===== config.mk =====
export PLATFORM = sky130hd
export DESIGN_NAME = touch_gesture_classifier_unit
export DESIGN_NICKNAME = d
export VERILOG_FILES = /design/src/hw/rtl/tgc_pkg.sv /design/src/hw/rtl/tgc_cfg_regs.sv /design/src/hw/rtl/tgc_sample_reg.sv /design/src/hw/rtl/tgc_release_class.sv /design/src/hw/rtl/touch_gesture_classifier_unit.sv
export SDC_FILE = /design/constraint.sdc
export NUM_CORES = 1
export LEC_CHECK = 0
export BUFFER_PORTS_ARGS = -buffer_cell sky130_fd_sc_hd__buf_4
export CAP_MARGIN = 25
export CORE_MARGIN = 2
export CORE_UTILIZATION = 40
export DETAILED_ROUTE_END_ITERATION = 10
export GPL_TIMING_DRIVEN = 1
export PLACE_DENSITY_LB_ADDON = 0.2
export SYNTH_ARGS = -nofsm -noshare
export SYNTH_HDL_FRONTEND = slang
export SYNTH_HIERARCHICAL = 1
export SYNTH_SLANG_ARGS = --single-unit

===== constraint.sdc =====
create_clock -name clk -period 22.1 [get_ports clk]
set_input_delay 4.42 -clock clk [delete_from_list [all_inputs] [get_ports clk]]
set_output_delay 4.42 -clock clk [all_outputs]
set_load 0.03 [all_outputs]

===== src/hw/rtl/tgc_pkg.sv =====
// Shared types, constants and helpers for the touch gesture classifier.
// No dependencies; every other file in hw/rtl uses it by scoped name.
`timescale 1ns / 1ps

package tgc_pkg;

  // Display size in pixels; coordinates at or beyond it are clamped
  localparam int unsigned SCREEN_WIDTH  = 360;
  localparam int unsigned SCREEN_HEIGHT = 360;

  localparam int unsigned COORD_W = 12;
  localparam int unsigned TIME_W  = 32;
  localparam int unsigned DELTA_W = 8;
  localparam int unsigned CFG_IDX_W  = 3;
  localparam int unsigned CFG_DATA_W = 16;

  // Clamp limits, one bit wider than a coordinate so 4096 still fits
  localparam logic [COORD_W:0] SCREEN_W_LIM = (COORD_W+1)'(SCREEN_WIDTH);
  localparam logic [COORD_W:0] SCREEN_H_LIM = (COORD_W+1)'(SCREEN_HEIGHT);

  // Configuration register indexes
  localparam logic [CFG_IDX_W-1:0] CFG_MIN_SWIPE  = 3'd0;
  localparam logic [CFG_IDX_W-1:0] CFG_LONG_PRESS = 3'd1;
  localparam logic [CFG_IDX_W-1:0] CFG_DRIFT_LIM  = 3'd2;
  localparam logic [CFG_IDX_W-1:0] CFG_COOLDOWN   = 3'd3;
  localparam logic [CFG_IDX_W-1:0] CFG_STEP       = 3'd4;
  localparam logic [CFG_IDX_W-1:0] CFG_RATIO_NUM  = 3'd5;
  localparam logic [CFG_IDX_W-1:0] CFG_RATIO_DEN  = 3'd6;

  typedef enum logic [2:0] {
    GEST_NONE     = 3'd0,
    GEST_ACTIVITY = 3'd1,
    GEST_STATUS   = 3'd2,
    GEST_VOLUME   = 3'd3,
    GEST_BRIGHT   = 3'd4
  } gesture_t;

  typedef struct packed {
    logic [11:0] min_swipe;
    logic [15:0] long_press;
    logic [11:0] drift_lim;
    logic [15:0] cooldown;
    logic [6:0]  step;
    logic [3:0]  ratio_num;
    logic [3:0]  ratio_den;
  } cfg_t;

  // One decoded, clamped sample
  typedef struct packed {
    logic               touched;
    logic [COORD_W-1:0] x;
    logic [COORD_W-1:0] y;
    logic [TIME_W-1:0]  now;
    logic               asleep;
  } sample_t;

  // Stroke bookkeeping
  typedef struct packed {
    logic               active;
    logic [COORD_W-1:0] start_x;
    logic [COORD_W-1:0] start_y;
    logic [COORD_W-1:0] recent_x;
    logic [COORD_W-1:0] recent_y;
    logic [COORD_W-1:0] peak_drift;
    logic [TIME_W-1:0]  start_time;
    logic [TIME_W-1:0]  last_fire;
  } stroke_t;

  // Verdict on a release
  typedef struct packed {
    gesture_t           gesture;
    logic [DELTA_W-1:0] delta;
    logic               fire;
  } verdict_t;

  function automatic logic [COORD_W-1:0] abs_diff(input logic [COORD_W-1:0] a,
                                                  input logic [COORD_W-1:0] b);
    abs_diff = (a >= b) ? (a - b) : (b - a);
  endfunction

endpackage


===== src/hw/rtl/tgc_cfg_regs.sv =====
// Configuration register file for the touch gesture classifier.
// Depends on tgc_pkg.
`timescale 1ns / 1ps

module tgc_cfg_regs (
  input  logic                             clk,
  input  logic                             rst_n,
  input  logic                             cfg_we,
  input  logic [tgc_pkg::CFG_IDX_W-1:0]    cfg_index,
  input  logic [tgc_pkg::CFG_DATA_W-1:0]   cfg_wdata,
  output tgc_pkg::cfg_t                    cfg
);

  tgc_pkg::cfg_t cfg_r;

  always_ff @(posedge clk) begin
    if (!rst_n) begin
      cfg_r.min_swipe  <= 12'd35;
      cfg_r.long_press <= 16'd800;
      cfg_r.drift_lim  <= 12'd20;
      cfg_r.cooldown   <= 16'd250;
      cfg_r.step       <= 7'd10;
      cfg_r.ratio_num  <= 4'd3;
      cfg_r.ratio_den  <= 4'd2;
    end else if (cfg_we) begin
      unique case (cfg_index)
        tgc_pkg::CFG_MIN_SWIPE:  cfg_r.min_swipe  <= cfg_wdata[11:0];
        tgc_pkg::CFG_LONG_PRESS: cfg_r.long_press <= cfg_wdata;
        tgc_pkg::CFG_DRIFT_LIM:  cfg_r.drift_lim  <= cfg_wdata[11:0];
        tgc_pkg::CFG_COOLDOWN:   cfg_r.cooldown   <= cfg_wdata;
        tgc_pkg::CFG_STEP:       cfg_r.step       <= cfg_wdata[6:0];
        tgc_pkg::CFG_RATIO_NUM:  cfg_r.ratio_num  <= cfg_wdata[3:0];
        tgc_pkg::CFG_RATIO_DEN:  cfg_r.ratio_den  <= cfg_wdata[3:0];
        default: ;  // unknown index: drop the write
      endcase
    end
  end

  assign cfg = cfg_r;

endmodule


===== src/hw/rtl/tgc_sample_reg.sv =====
// Input register: decodes the raw controller bytes, clamps to the display
// and holds one sample item. Depends on tgc_pkg.
`timescale 1ns / 1ps

module tgc_sample_reg (
  input  logic                 clk,
  input  logic                 rst_n,
  input  logic                 in_valid,
  output logic                 in_ready,
  input  logic [7:0]           in_status_byte,
  input  logic [7:0]           in_x_high_byte,
  input  logic [7:0]           in_x_low_byte,
  input  logic [7:0]           in_y_high_byte,
  input  logic [7:0]           in_y_low_byte,
  input  logic [31:0]          in_time_ms,
  input  logic                 in_asleep,
  input  logic                 take,
  output logic                 smp_valid,
  output tgc_pkg::sample_t     smp
);

  logic [tgc_pkg::COORD_W-1:0] raw_x, raw_y;
  tgc_pkg::sample_t            dec;
  tgc_pkg::sample_t            smp_r;
  logic                        vld_r, vld_nxt;

  always_comb begin
    raw_x       = {in_x_high_byte[3:0], in_x_low_byte};
    raw_y       = {in_y_high_byte[3:0], in_y_low_byte};
    dec.touched = (in_status_byte[3:0] != 4'd0);
    dec.x       = ({1'b0, raw_x} >= tgc_pkg::SCREEN_W_LIM)
                  ? tgc_pkg::COORD_W'(tgc_pkg::SCREEN_W_LIM - 13'd1) : raw_x;
    dec.y       = ({1'b0, raw_y} >= tgc_pkg::SCREEN_H_LIM)
                  ? tgc_pkg::COORD_W'(tgc_pkg::SCREEN_H_LIM - 13'd1) : raw_y;
    dec.now     = in_time_ms;
    dec.asleep  = in_asleep;
  end

  // Free when empty or when the held item moves on this cycle
  assign in_ready = !vld_r || take;

  always_comb begin
    vld_nxt = vld_r;
    if (take)
      vld_nxt = 1'b0;
    if (in_valid && in_ready)
      vld_nxt = 1'b1;
  end

  always_ff @(posedge clk) begin
    if (!rst_n) begin
      vld_r <= 1'b0;
    end else begin
      vld_r <= vld_nxt;
    end
  end

  always_ff @(posedge clk) begin
    if (in_valid && in_ready) begin
      smp_r <= dec;
    end
  end

  assign smp_valid = vld_r;
  assign smp       = smp_r;

endmodule


===== src/hw/rtl/tgc_release_class.sv =====
// Release classifier: cooldown, long press, tap, and axis-dominance swipe
// tests on a finished stroke. Pure logic. Depends on tgc_pkg.
`timescale 1ns / 1ps

module tgc_release_class (
  input  tgc_pkg::cfg_t       cfg,
  input  tgc_pkg::stroke_t    stroke,
  input  logic [31:0]         now,
  input  logic                asleep,
  output tgc_pkg::verdict_t   verdict
);

  logic [tgc_pkg::COORD_W-1:0] adx, ady;
  logic [31:0]                 since_fire, duration;
  logic [15:0]                 x_scaled, y_scaled, x_ref, y_ref;
  logic [7:0]                  step_pos, step_neg;
  logic                        in_cooldown, long_press, tap, horiz, vert;

  always_comb begin
    adx        = tgc_pkg::abs_diff(stroke.recent_x, stroke.start_x);
    ady        = tgc_pkg::abs_diff(stroke.recent_y, stroke.start_y);
    since_fire = now - stroke.last_fire;
    duration   = now - stroke.start_time;
    x_scaled   = 16'(adx) * 16'(cfg.ratio_den);
    y_ref      = 16'(ady) * 16'(cfg.ratio_num);
    y_scaled   = 16'(ady) * 16'(cfg.ratio_den);
    x_ref      = 16'(adx) * 16'(cfg.ratio_num);
    step_pos   = {1'b0, cfg.step};
    step_neg   = 8'd0 - step_pos;

    in_cooldown = since_fire < {16'd0, cfg.cooldown};
    long_press  = (duration >= {16'd0, cfg.long_press})
                  && (stroke.peak_drift < cfg.drift_lim);
    tap         = (adx < cfg.min_swipe) && (ady < cfg.min_swipe);
    horiz       = x_scaled >= y_ref;
    vert        = y_scaled >= x_ref;

    verdict.gesture = tgc_pkg::GEST_NONE;
    verdict.delta   = 8'd0;
    verdict.fire    = 1'b0;
    priority if (in_cooldown) begin
      verdict.fire = 1'b0;
    end else if (long_press) begin
      verdict.gesture = asleep ? tgc_pkg::GEST_NONE : tgc_pkg::GEST_STATUS;
      verdict.fire    = 1'b1;
    end else if (tap) begin
      verdict.fire = 1'b0;
    end else if (horiz) begin
      // rightward swipe dims, leftward brightens
      verdict.gesture = tgc_pkg::GEST_BRIGHT;
      verdict.delta   = (stroke.recent_x > stroke.start_x) ? step_neg : step_pos;
      verdict.fire    = 1'b1;
    end else if (vert) begin
      verdict.gesture = tgc_pkg::GEST_VOLUME;
      verdict.delta   = (stroke.recent_y > stroke.start_y) ? step_pos : step_neg;
      verdict.fire    = 1'b1;
    end else begin
      verdict.fire = 1'b0;  // diagonal: drop
    end
  end

endmodule


===== src/hw/rtl/touch_gesture_classifier_unit.sv =====
// Top level of the touch gesture classifier: stroke state and result register.
// Depends on tgc_pkg, tgc_cfg_regs, tgc_sample_reg and tgc_release_class.
`timescale 1ns / 1ps

// Every sample item gives exactly one result item (gesture plus signed step).
// An item is registered on input, classified combinationally against the stroke
// state and lands in the result register, so a result is valid once its item
// has passed the sample register and the result register, and one item is
// accepted per clock while results are taken; the stroke state update sets that rate.
// A stalled result register holds the sample register, and input stalls only
// once both fill.
module touch_gesture_classifier_unit (
  input  logic                              clk,
  input  logic                              rst_n,
  input  logic                              in_valid,
  output logic                              in_ready,
  input  logic [7:0]                        in_status_byte,
  input  logic [7:0]                        in_x_high_byte,
  input  logic [7:0]                        in_x_low_byte,
  input  logic [7:0]                        in_y_high_byte,
  input  logic [7:0]                        in_y_low_byte,
  input  logic [31:0]                       in_time_ms,
  input  logic                              in_asleep,
  output logic                              out_valid,
  input  logic                              out_ready,
  output logic [2:0]                        out_gesture,
  output logic signed [7:0]                 out_step_delta,
  input  logic                              cfg_we,
  input  logic [tgc_pkg::CFG_IDX_W-1:0]     cfg_index,
  input  logic [tgc_pkg::CFG_DATA_W-1:0]    cfg_wdata
);

  tgc_pkg::cfg_t      cfg;
  tgc_pkg::sample_t   smp;
  tgc_pkg::stroke_t   st_r, st_nxt;
  tgc_pkg::verdict_t  rel;
  tgc_pkg::gesture_t  gest_nxt, gest_r;
  logic [7:0]         delta_nxt, delta_r;
  logic               smp_valid, advance;
  logic               ovld_r, ovld_nxt;
  logic [tgc_pkg::COORD_W-1:0] ddx, ddy, drift;

  tgc_cfg_regs u_cfg (
    .clk       (clk),
    .rst_n     (rst_n),
    .cfg_we    (cfg_we),
    .cfg_index (cfg_index),
    .cfg_wdata (cfg_wdata),
    .cfg       (cfg)
  );

  tgc_sample_reg u_smp (
    .clk            (clk),
    .rst_n          (rst_n),
    .in_valid       (in_valid),
    .in_ready       (in_ready),
    .in_status_byte (in_status_byte),
    .in_x_high_byte (in_x_high_byte),
    .in_x_low_byte  (in_x_low_byte),
    .in_y_high_byte (in_y_high_byte),
    .in_y_low_byte  (in_y_low_byte),
    .in_time_ms     (in_time_ms),
    .in_asleep      (in_asleep),
    .take           (advance),
    .smp_valid      (smp_valid),
    .smp            (smp)
  );

  tgc_release_class u_rel (
    .cfg     (cfg),
    .stroke  (st_r),
    .now     (smp.now),
    .asleep  (smp.asleep),
    .verdict (rel)
  );

  // Move the held sample into the result register when that has room
  assign advance = smp_valid && (!ovld_r || out_ready);

  always_comb begin
    ddx       = tgc_pkg::abs_diff(smp.x, st_r.start_x);
    ddy       = tgc_pkg::abs_diff(smp.y, st_r.start_y);
    drift     = (ddx > ddy) ? ddx : ddy;
    st_nxt    = st_r;
    gest_nxt  = tgc_pkg::GEST_NONE;
    delta_nxt = 8'd0;
    if (smp.touched) begin
      if (!st_r.active) begin
        st_nxt.active     = 1'b1;
        st_nxt.start_x    = smp.x;
        st_nxt.recent_x   = smp.x;
        st_nxt.start_y    = smp.y;
        st_nxt.recent_y   = smp.y;
        st_nxt.peak_drift = '0;
        st_nxt.start_time = smp.now;
        if (!smp.asleep)
          gest_nxt = tgc_pkg::GEST_ACTIVITY;
      end else begin
        if (drift > st_r.peak_drift)
          st_nxt.peak_drift = drift;
        st_nxt.recent_x = smp.x;
        st_nxt.recent_y = smp.y;
      end
    end else if (st_r.active) begin
      st_nxt.active = 1'b0;
      gest_nxt      = rel.gesture;
      delta_nxt     = rel.delta;
      if (rel.fire)
        st_nxt.last_fire = smp.now;
    end
  end

  always_comb begin
    ovld_nxt = ovld_r;
    if (out_ready)
      ovld_nxt = 1'b0;
    if (advance)
      ovld_nxt = 1'b1;
  end

  always_ff @(posedge clk) begin
    if (!rst_n) begin
      st_r   <= '0;
      ovld_r <= 1'b0;
    end else begin
      ovld_r <= ovld_nxt;
      if (advance)
        st_r <= st_nxt;
    end
  end

  always_ff @(posedge clk) begin
    if (advance) begin
      gest_r  <= gest_nxt;
      delta_r <= delta_nxt;
    end
  end

  assign out_valid      = ovld_r;
  assign out_gesture    = gest_r;
  assign out_step_delta = delta_r;

  // Only adjustments carry a step
  a_delta_only_on_adjust: assert property (@(posedge clk) disable iff (!rst_n)
    out_valid && out_gesture != tgc_pkg::GEST_VOLUME
      && out_gesture != tgc_pkg::GEST_BRIGHT |-> out_step_delta == 8'd0)
    else $error("step delta set on a non-adjust gesture");

  // Stroke state moves only with an item
  a_stroke_holds: assert property (@(posedge clk) disable iff (!rst_n)
    $past(rst_n) && !$past(advance) |-> $stable(st_r))
    else $error("stroke state changed without an item");

  // An activity event always opens a stroke
  a_activity_opens: assert property (@(posedge clk) disable iff (!rst_n)
    advance && gest_nxt == tgc_pkg::GEST_ACTIVITY |=> st_r.active)
    else $error("activity event without an open stroke");

  // A release result closes the stroke
  a_release_closes: assert property (@(posedge clk) disable iff (!rst_n)
    advance && !smp.touched |=> !st_r.active)
    else $error("stroke still open after a release");

endmodule

After elaboration in Yosys (flattened, before gate mapping)
Index checks and enable logic that the tools add are counted.

$add $sub $neg: 11. Multiply operators: 4. $lt $le $gt $ge: 17. Equal/unequal tests: 7. Mux-type cells: 29. Bitwise logic cells: 2. Reduce and logical (&&, ||, !) cells: 24.

Operators with widths (count): $mux 12 (8); $sub 12x12->12 (8); $mul 12x4->16 (4); $sub 32x32->32 (2); $ge 12x12->1 (4); $gt 12x12->1 (4); $lt 12x12->1 (3); $ge 16x16->1 (2); $ge 32x16->1 (1); $lt 32x16->1 (1); $ge 12x9->1 const B (2); $mux 8 (3); $mux 11 (2); $reduce_and 2->1 (8); $mux 3 (4); $mux 1 (10); $mux 10 (1); $eq 3x3->1 const B (3); $sub 1x7->8 const A (1); $eq 3x2->1 const B (2); $reduce_and 3->1 (2); $reduce_or 5->1 (1); $logic_and 1x1->1 (4); $reduce_and 4->1 (1); 9 further kinds (13).

Register bits: 267. Output and inout port bits: 13. Logic and storage cells: 118.

Depth between registers and ports, before layout
Gate-level depths: netlist of the first run.

Word-level depth: 11. Depth in mapped cells: 44. Depth with buffers taken out: 41.

Modules after synthesis
Netlist of the first run, hierarchy kept.

By module, submodules not included: tgc_release_class (instances 1, cells an instance 1993, area an instance 14615.3 um^2); touch_gesture_classifier_unit (instances 1, cells an instance 999, area an instance 8172.8 um^2); tgc_cfg_regs (instances 1, cells an instance 268, area an instance 2753.9 um^2); tgc_sample_reg (instances 1, cells an instance 94, area an instance 2033.2 um^2).

Least setup slack after synthesis of the first run
Ideal clock, no wire load.

Kind: in2out. Start: in out_ready. End: out in_ready. Data arrival time: 5.449 ns. Data required time: 17.680 ns. Setup slack: 12.231 ns. Stages on the path: 4. Buffers on the path: 1. Path through: nand2b_1 -> and2_1 -> clkbuf_1 -> nand2b_1.

Word-level cells in the longest chain between the ends: 3.

Ends and longest elaborated chain: start, declared (RTL line touch_gesture_classifier_unit.sv:25) `input logic out_ready,`; $logic_or 1x1->1 (RTL line touch_gesture_classifier_unit.sv:78) `assign advance = smp_valid && (!ovld_r || out_ready);`; $logic_and 1x1->1 (RTL line touch_gesture_classifier_unit.sv:78); named net advance (RTL line touch_gesture_classifier_unit.sv:39) `logic smp_valid, advance;`; $logic_or 1x1->1 (RTL line tgc_sample_reg.sv:40) `assign in_ready = !vld_r || take;`; end, declared (RTL line touch_gesture_classifier_unit.sv:16) `output logic in_ready,`.

The timed path passes the listed nets, and every way through them passes these cells.

Worst setup path in the final report of the first run
Start: in out_ready. End: out in_ready.

Word-level cells in the longest chain between the ends: 3.

Ends and longest elaborated chain (RTL line): $logic_or 1x1->1 (touch_gesture_classifier_unit.sv:78); $logic_and 1x1->1 (touch_gesture_classifier_unit.sv:78); $logic_or 1x1->1 (tgc_sample_reg.sv:40).

No other way between the ends.

==> results of run 1 <==
-- worst register-to-register path: cells and delay by family, from the launching register on --
| family | cells | cell delay, ns |
|---|---|---|
| AND/OR/NAND/NOR | 6 | 1.30 |
| buffers and inverters | 3 | 0.44 |
| XOR/XNOR | 2 | 0.29 |
| adder cells (fa/ha/maj) | 5 | 2.07 |
| flip-flops | 1 | 0.57 |
| AO/OA/AOI/OAI | 21 | 4.54 |
| multiplexers | 1 | 0.32 |
-- flip-flops by register name, indices dropped and copies added, names as in the netlist --
register,cells
out_gesture,3
u_smp/smp,58
out_valid,1
u_smp/smp_valid,1
out_step_delta,8
st_r,125
u_cfg/cfg,71
-- metal layers --
layer | GRT usage | share of wire | vias up
met5 | 0 | 0 | -
met4 | 0.0506 | 0.022 | 0
met3 | 0.0245 | 0.041 | 84
met2 | 0.336 | 0.44 | 433
met1 | 0.292 | 0.50 | 10843
li1 | - | - | 11536
-- layout by cell type (no fill, tap or decap), types with 30 or more instances in the layout --
| cell | n |
|---|---|
| nand3_1 | 46 |
| edfxtp_1 | 69 |
| mux2i_1 | 119 |
| xnor2_1 | 79 |
| nand2_1 | 463 |
| ha_1 | 355 |
| and2_1 | 124 |
| nor3_1 | 30 |
| o21ai_0 | 103 |
| nor2_1 | 97 |
| a21o_1 | 82 |
| a21oi_1 | 162 |
| buf_4 | 128 |
| o211ai_1 | 33 |
| nor2b_1 | 71 |
| dfxtp_1 | 198 |
| nand2b_1 | 39 |
| xor2_1 | 43 |
| nand4_1 | 42 |
| clkbuf_16 | 36 |
| inv_1 | 463 |
| a21boi_0 | 124 |
| fa_1 | 90 |
-- power by group through the flow --
stage | registers, mW | logic, mW | clock network (mW)
3_5_place_dp | 0.556 | 1.72 | 0
3_3_place_gp | 0.556 | 1.71 | 0
2_1_floorplan | 0.549 | 1.30 | 0
4_1_cts | 0.546 | 1.74 | 0.579
5_1_grt | 0.549 | 1.97 | 0.598
6_report | 0.546 | 1.74 | 0.563
-- area by class of cell --
cell class / count / area, um2 / share of cell area
multi-input cells: 2492 / 19200 / 0.637
flip-flops and latches: 267 / 6040 / 0.200
inverters: 463 / 1740 / 0.0576
well taps: 882 / 1100 / 0.0366
clock buffers: 49 / 1000 / 0.0331
repair buffers: 129 / 972 / 0.0322
clock inverters: 13 / 121 / 0.00402
diodes: 1 / 2.50 / 0.0000829
-- worst max path at each step --
stage | start | to | slack [ns] | cells after the start
after floorplan | out_ready | in_ready | 12.23 | 4
after CTS | out_ready | in_ready | 11.97 | 5
after global placement | out_ready | in_ready | 11.98 | 5
after global routing | st_r[113] | out_step_delta[6] | 11.60 | 38
final | out_ready | in_ready | 11.99 | 5
after detailed placement | out_ready | in_ready | 11.98 | 5
-- metrics by stage --
step                worst slack, ns   util  hold slack (ns)  area, um2  instances
finish                        11.99  0.441            0.457      30200       4296
global route                  11.60  0.441            0.477      30200       4295
global placement              11.98  0.425            0.442      29100       4233
detailed placement            11.98  0.425            0.449      29100       4233
CTS                           11.97  0.441            0.458      30200       4295
floorplan                     12.23      -            0.435      27600       3359
-- logic make-up after synthesis --
kind of cell,Yosys count,share of synthesized area
multiplexers,134,0.0495
XOR/XNOR,122,0.0387
buffers and inverters,600,0.0860
flip-flops,267,0.219
AO/OA/AOI/OAI,769,0.198
AND/OR/NAND/NOR,1016,0.182
other,1,0.000136
adder cells (fa/ha/maj),445,0.226
==> results.ini, run 1 <==
[timing]
hold_viol_final=0
finalClockSkew_ns=0.0327
grt_setup_unrepaired=no
finalCritPeriodShare=0.457
slew_headroom=0.319
maxSlewViolCount=0
tightest_slew_ns=1.01
period_needed_ns=10.11
setup-tns-final_ns=0
fmax_mhz=98.9
setup_violations=0

[routing]
routed_via_density=5.33
drc_errors=0
ant_nets=0
wirelength_mm=73.2
wl_per_cell_um=17.0
drtIter0Drc=1202
dr.pass1.iters=5
dr_total_vias=22896

[finish]
nFillCells=6980
final_nets=3929
area_delta_synth_final_pct=9.48
final_layout_size_suffix_gt1_frac=0.0774

[global_route]
grt_usage=0.207
grt_antenna_before_repair=4
globalRouteOverflowTotal=0
grt_pass1_wl_mm=118
grt_pass1_vias=22149
grt_max_degree=91

[power]
comb_power_share=0.610
power.density_nw_per_um2=94.2
power.switching_mw=1.28
switching_share=0.451
intPower_mw=1.56
fin_total_pwr_mw=2.84
pwr-share-seq=0.192
cellLeakagePower_nw=13.3
ir_worst_vdd_mv=0.0948
clock_power_share=0.198

[worst_setup_path]
crit_path_max_fanout=16
path_class=input pin to primary output
cp.arrival_ns=5.69
worstReg2RegEnd=out_step_delta[5]
r2r_cells=38
worst-path-buf-inv=2
path_cells=buf_4 > nand2b_1 > and2_1 > nand2b_1 > buf_4
cp_top_family=simple AND/OR/NAND/NOR gates
start_kind=input pin
crit_path_end_kind=primary output
critPathMaxStageDelay_ns=0.66
r2r-start=st_r[113]
cp_slowest_cell=and2_1
cp_data_required_time_ns=17.68
rrSetupSlack_ns=12.43

[outcome]
outcome=finished, final reports clean

[clock_tree]
clock_latency_ns=0.56
clkTransAtPathRegs_ns=0.06
ctsHoldBuffers=0
cts_buffers=34
clock-root-buffer=clkbuf_16
h-tree-depth=2
cts.repair.resized=0
tritoncts=done
ctsLongestPathBuffers=3
post_cts_buffers=0
clock_sinks=267

[synth]
yosysTopAreaCell=ha_1
synth_top_area_share=0.161
syn_area_um2=27600
yosys-top-cells-count=463 x inv_1, 463 x nand2_1, 355 x ha_1, 198 x dfxtp_1, 162 x a21oi_1
synth_area_leaders=ha_1 16%, dfxtp_1 14%, edfxtp_1 7.5%, fa_1 6.5%, inv_1 6.3%
synth_seq_cells=267
syn_inst=3354
ys_seq_area_frac=0.219
async_flop_share=0
ys_types=113
synth_edf_count=69
synth.avg_cell_area_um2=8.22
synth-main-ff-cell=dfxtp_1
yosysWarnings=6

[placed_design]
io_buffers=97
gp_congestion=0.871
dpl.hpwl_mm=56.3

[die]
pin_count=110
die_area_um2=71100
die_height_um=267
start_util=0.403
fp.dieW_um=267
core_um2=68500
rows=96

[min_path]
hold_depth=2
hold_end=u_cfg/cfg[47]
min_from=u_cfg/cfg[47]
hp-class=flip-flop to flip-flop

[run]
drv_cap=0

No activity file was read; power rests on OpenSTA's default activity.
==> run 2: changes to the inputs <==
--- a/config.mk
+++ b/config.mk
@@ -5,6 +5,7 @@
 export SDC_FILE = /design/constraint.sdc
 export NUM_CORES = 1
 export LEC_CHECK = 0
+export ABC_AREA = 1
 export BUFFER_PORTS_ARGS = -buffer_cell sky130_fd_sc_hd__buf_4
 export CAP_MARGIN = 25
 export CORE_MARGIN = 2
==> constraint.sdc (replaced) <==
create_clock -name clk -period 9.39 [get_ports clk]
set_input_delay 1.878 -clock clk [delete_from_list [all_inputs] [get_ports clk]]
set_output_delay 1.878 -clock clk [all_outputs]
set_load 0.03 [all_outputs]
==> run 2 against run 1 <==
  * Count of clock-buffer cells in the layout fell by 6
  * Routed wire length rose by 6.3%
  * Area after synthesis rose by 5.4%
  * Worst hold slack improved by 0.0054 ns
  * Power rose to 2.7 times the previous value
  * Flip-flop and latch count did not move
  * Non-clock buffer count fell by 19
  * Largest cell class unchanged
==> results.ini, run 2 <==
[outcome]
outcome=finished, final reports clean

[clock_tree]
clock_sinks=267  ; unchanged
h-tree-depth=1  ; -1
post_cts_buffers=0  ; unchanged
ctsHoldBuffers=0  ; unchanged
tritoncts=done
cts.repair.resized=0  ; unchanged
clkTransAtPathRegs_ns=0.06  ; about the same
clock_latency_ns=0.59  ; +0.03 ns
cts_buffers=31  ; -8.8%
ctsLongestPathBuffers=3  ; unchanged
clock-root-buffer=clkbuf_16

[worst_setup_path]
cp.arrival_ns=8.97  ; +3.28 ns
path_class=flip-flop to flip-flop
r2r_cells=40  ; +5.3%
cp_slowest_cell=xor2_2
crit_path_end_kind=flip-flop
start_kind=flip-flop
cp_common_cell=nand2_1
r2r-start=st_r[112]
critPathMaxStageDelay_ns=0.55  ; -0.11 ns
cp_data_required_time_ns=9.87  ; -7.81 ns
crit_path_max_fanout=20  ; +4
cp-startpoint=st_r[112]

[global_route]
grt_usage=0.209  ; +0.00148
grt_max_degree=104  ; +14%
grt_antenna_before_repair=0  ; -4
grt_pass1_vias=24974  ; +13%
globalRouteOverflowTotal=0  ; unchanged
grt_pass1_wl_mm=128  ; +8.1%

[synth]
syn_area_um2=29100  ; +5.4%
yosys-top-cells-count=1172 x nand2_1, 867 x inv_1, 591 x nor2_1, 355 x ha_1, 250 x a21oi_1
synth_top_area_share=0.153  ; -0.00821
synth_seq_cells=267  ; unchanged
synth_most_common_cell=nand2_1
synth.avg_cell_area_um2=6.46  ; -21%
synth-main-ff-cell=dfxtp_1
ys_types=56  ; -50%
ys_seq_area_frac=0.208  ; -0.0112
yosysWarnings=6  ; unchanged
yosysTopAreaCell=ha_1
async_flop_share=0  ; unchanged
synth_edf_count=69  ; unchanged
syn_inst=4497  ; +34%
synth_area_leaders=ha_1 15%, nand2_1 15%, dfxtp_1 14%, inv_1 11%, nor2_1 7.6%

[timing]
finalCritPeriodShare=0.904
period_needed_ns=8.49
grt_setup_unrepaired=no
setup-tns-final_ns=0  ; unchanged
setup_violations=0  ; unchanged
tightest_slew_ns=0.986  ; -0.0288 ns
slew_headroom=0.341  ; +0.0225
hold_viol_final=0  ; unchanged
finalClockSkew_ns=0.0190  ; -0.0137 ns
maxSlewViolCount=0  ; unchanged
fmax_mhz=118
holdWs_ns=0.462  ; +0.00541 ns

[routing]
drc_errors=0  ; unchanged
wl_per_cell_um=14.1  ; -17%
ant_nets=0  ; unchanged
routed_via_density=4.80  ; -10%
wirelength_mm=77.9  ; +6.3%
drtIter0Drc=1592  ; +32%
dr_total_vias=26496  ; +16%
dr.pass1.iters=5  ; unchanged

[finish]
layout_common_cells=1172 x nand2_1, 867 x inv_1, 591 x nor2_1
nFillCells=7760  ; +11%
largest_reg_flops=125  ; unchanged
register_area_um2=6040  ; unchanged
final_layout_size_suffix_gt1_frac=0.0626  ; -0.0148
top_register=st_r
multi_input_area_um2=19300  ; +0.20%
final_nets=5090  ; +30%
area_delta_synth_final_pct=9.03
final-instance-count-excl-fill=5522  ; +29%
layout_commonest_cell=nand2_1

[power]
cellLeakagePower_nw=16.6  ; +25%
power.density_nw_per_um2=240  ; +150%
fin_total_pwr_mw=7.60  ; +170%
ir_worst_vdd_mv=0.204  ; +120%

[die]
core_um2=71700  ; +4.8%
die_area_um2=74800  ; +5.3%
pin_count=110  ; unchanged
rows=98  ; +2.1%
die_height_um=274  ; +2.6%
start_util=0.405  ; +0.00232
fp.dieW_um=274  ; +2.6%

[min_path]
min_from=u_cfg/cfg[20]
hp-class=flip-flop to flip-flop
hold_depth=2  ; unchanged

[run]
drv_cap=0  ; unchanged

[placed_design]
dpl.hpwl_mm=63.7  ; +13%
gp_congestion=0.906  ; +3.9%
io_buffers=97  ; unchanged
placed_cells=5462  ; +29%

[run 2: cell types whose count changed in the layout (fill, tap and decap cells not counted), sizes merged, moves of 70 or more]
cell    change
nand3     +190
inv       +422
and2      -116
nand2     +748
o21ai      +75
a21o       -70
nor2      +514
mux2i     -119
a21boi    -121
a21oi      +88
nor2b      -71
[run 2: logic make-up (layout without fill, tap and decap cells)]
family          count (synthesis)  in the layout  synth area share
other cells                     1              7          0.000129
compound gates                521            521            0.0997
xor+xnor                      125            125            0.0385
simple gates                 2158           2158             0.308
flops                         267            267             0.208
fa+ha+maj                     445            445             0.215
buf+inv                       980           1049             0.131
[run 2: final cells by class]
cell class | count | area share
antenna | 1 | 0.0000790
inverter | 883 | 0.105
multi-input combinational | 3255 | 0.608
sequential | 267 | 0.191
clock inverter | 13 | 0.00316
clock buffer | 43 | 0.0295
tap | 950 | 0.0375
timing repair buffer | 110 | 0.0267
[run 2: power by group]
group          internal [mW]  total [mW]  switching, mW  leakage (nW)
registers               1.24        1.30         0.0581          2.26
clock network          0.719        1.22          0.504         0.513
logic                   1.86        5.07           3.22          13.8
total                   3.82        7.60           3.78          16.6
[run 2: worst paths after layout]
kind | endpoint | slack (ns)
max | st_r[16] | 0.90
min | u_cfg/cfg[20] | 0.46
max reg2reg | st_r[16] | 0.90
min reg2reg | u_cfg/cfg[20] | 0.46
[run 2: per-layer routing]
layer,part of all wire,GRT usage,vias up
met2,0.46,0.355,403
met1,0.49,0.287,11970
met5,0,0,-
li1,-,-,14037
met3,0.031,0.0132,86
met4,0.024,0.0522,0
[run 2: metrics by stage]
stage | util | worst slack (ns) | instance area (um2)
after floorplan | - | 2.81 | 29100
after global placement | 0.427 | 1.09 | 30600
after detailed placement | 0.427 | 0.986 | 30600
after CTS | 0.441 | 0.965 | 31600
after global routing | 0.442 | 0.0379 | 31700
final | 0.442 | 0.902 | 31700
[run 2: critical path, delay by kind of cell (launching register included)]
family	cells	cell delay [ns]
AOI/OAI and AO/OA	11	2.20
xor gates and xnor gates	2	0.71
adders and majority gates	6	2.35
buffers and inverters	5	0.65
DFF	1	0.39
and+or+nand+nor	16	2.06
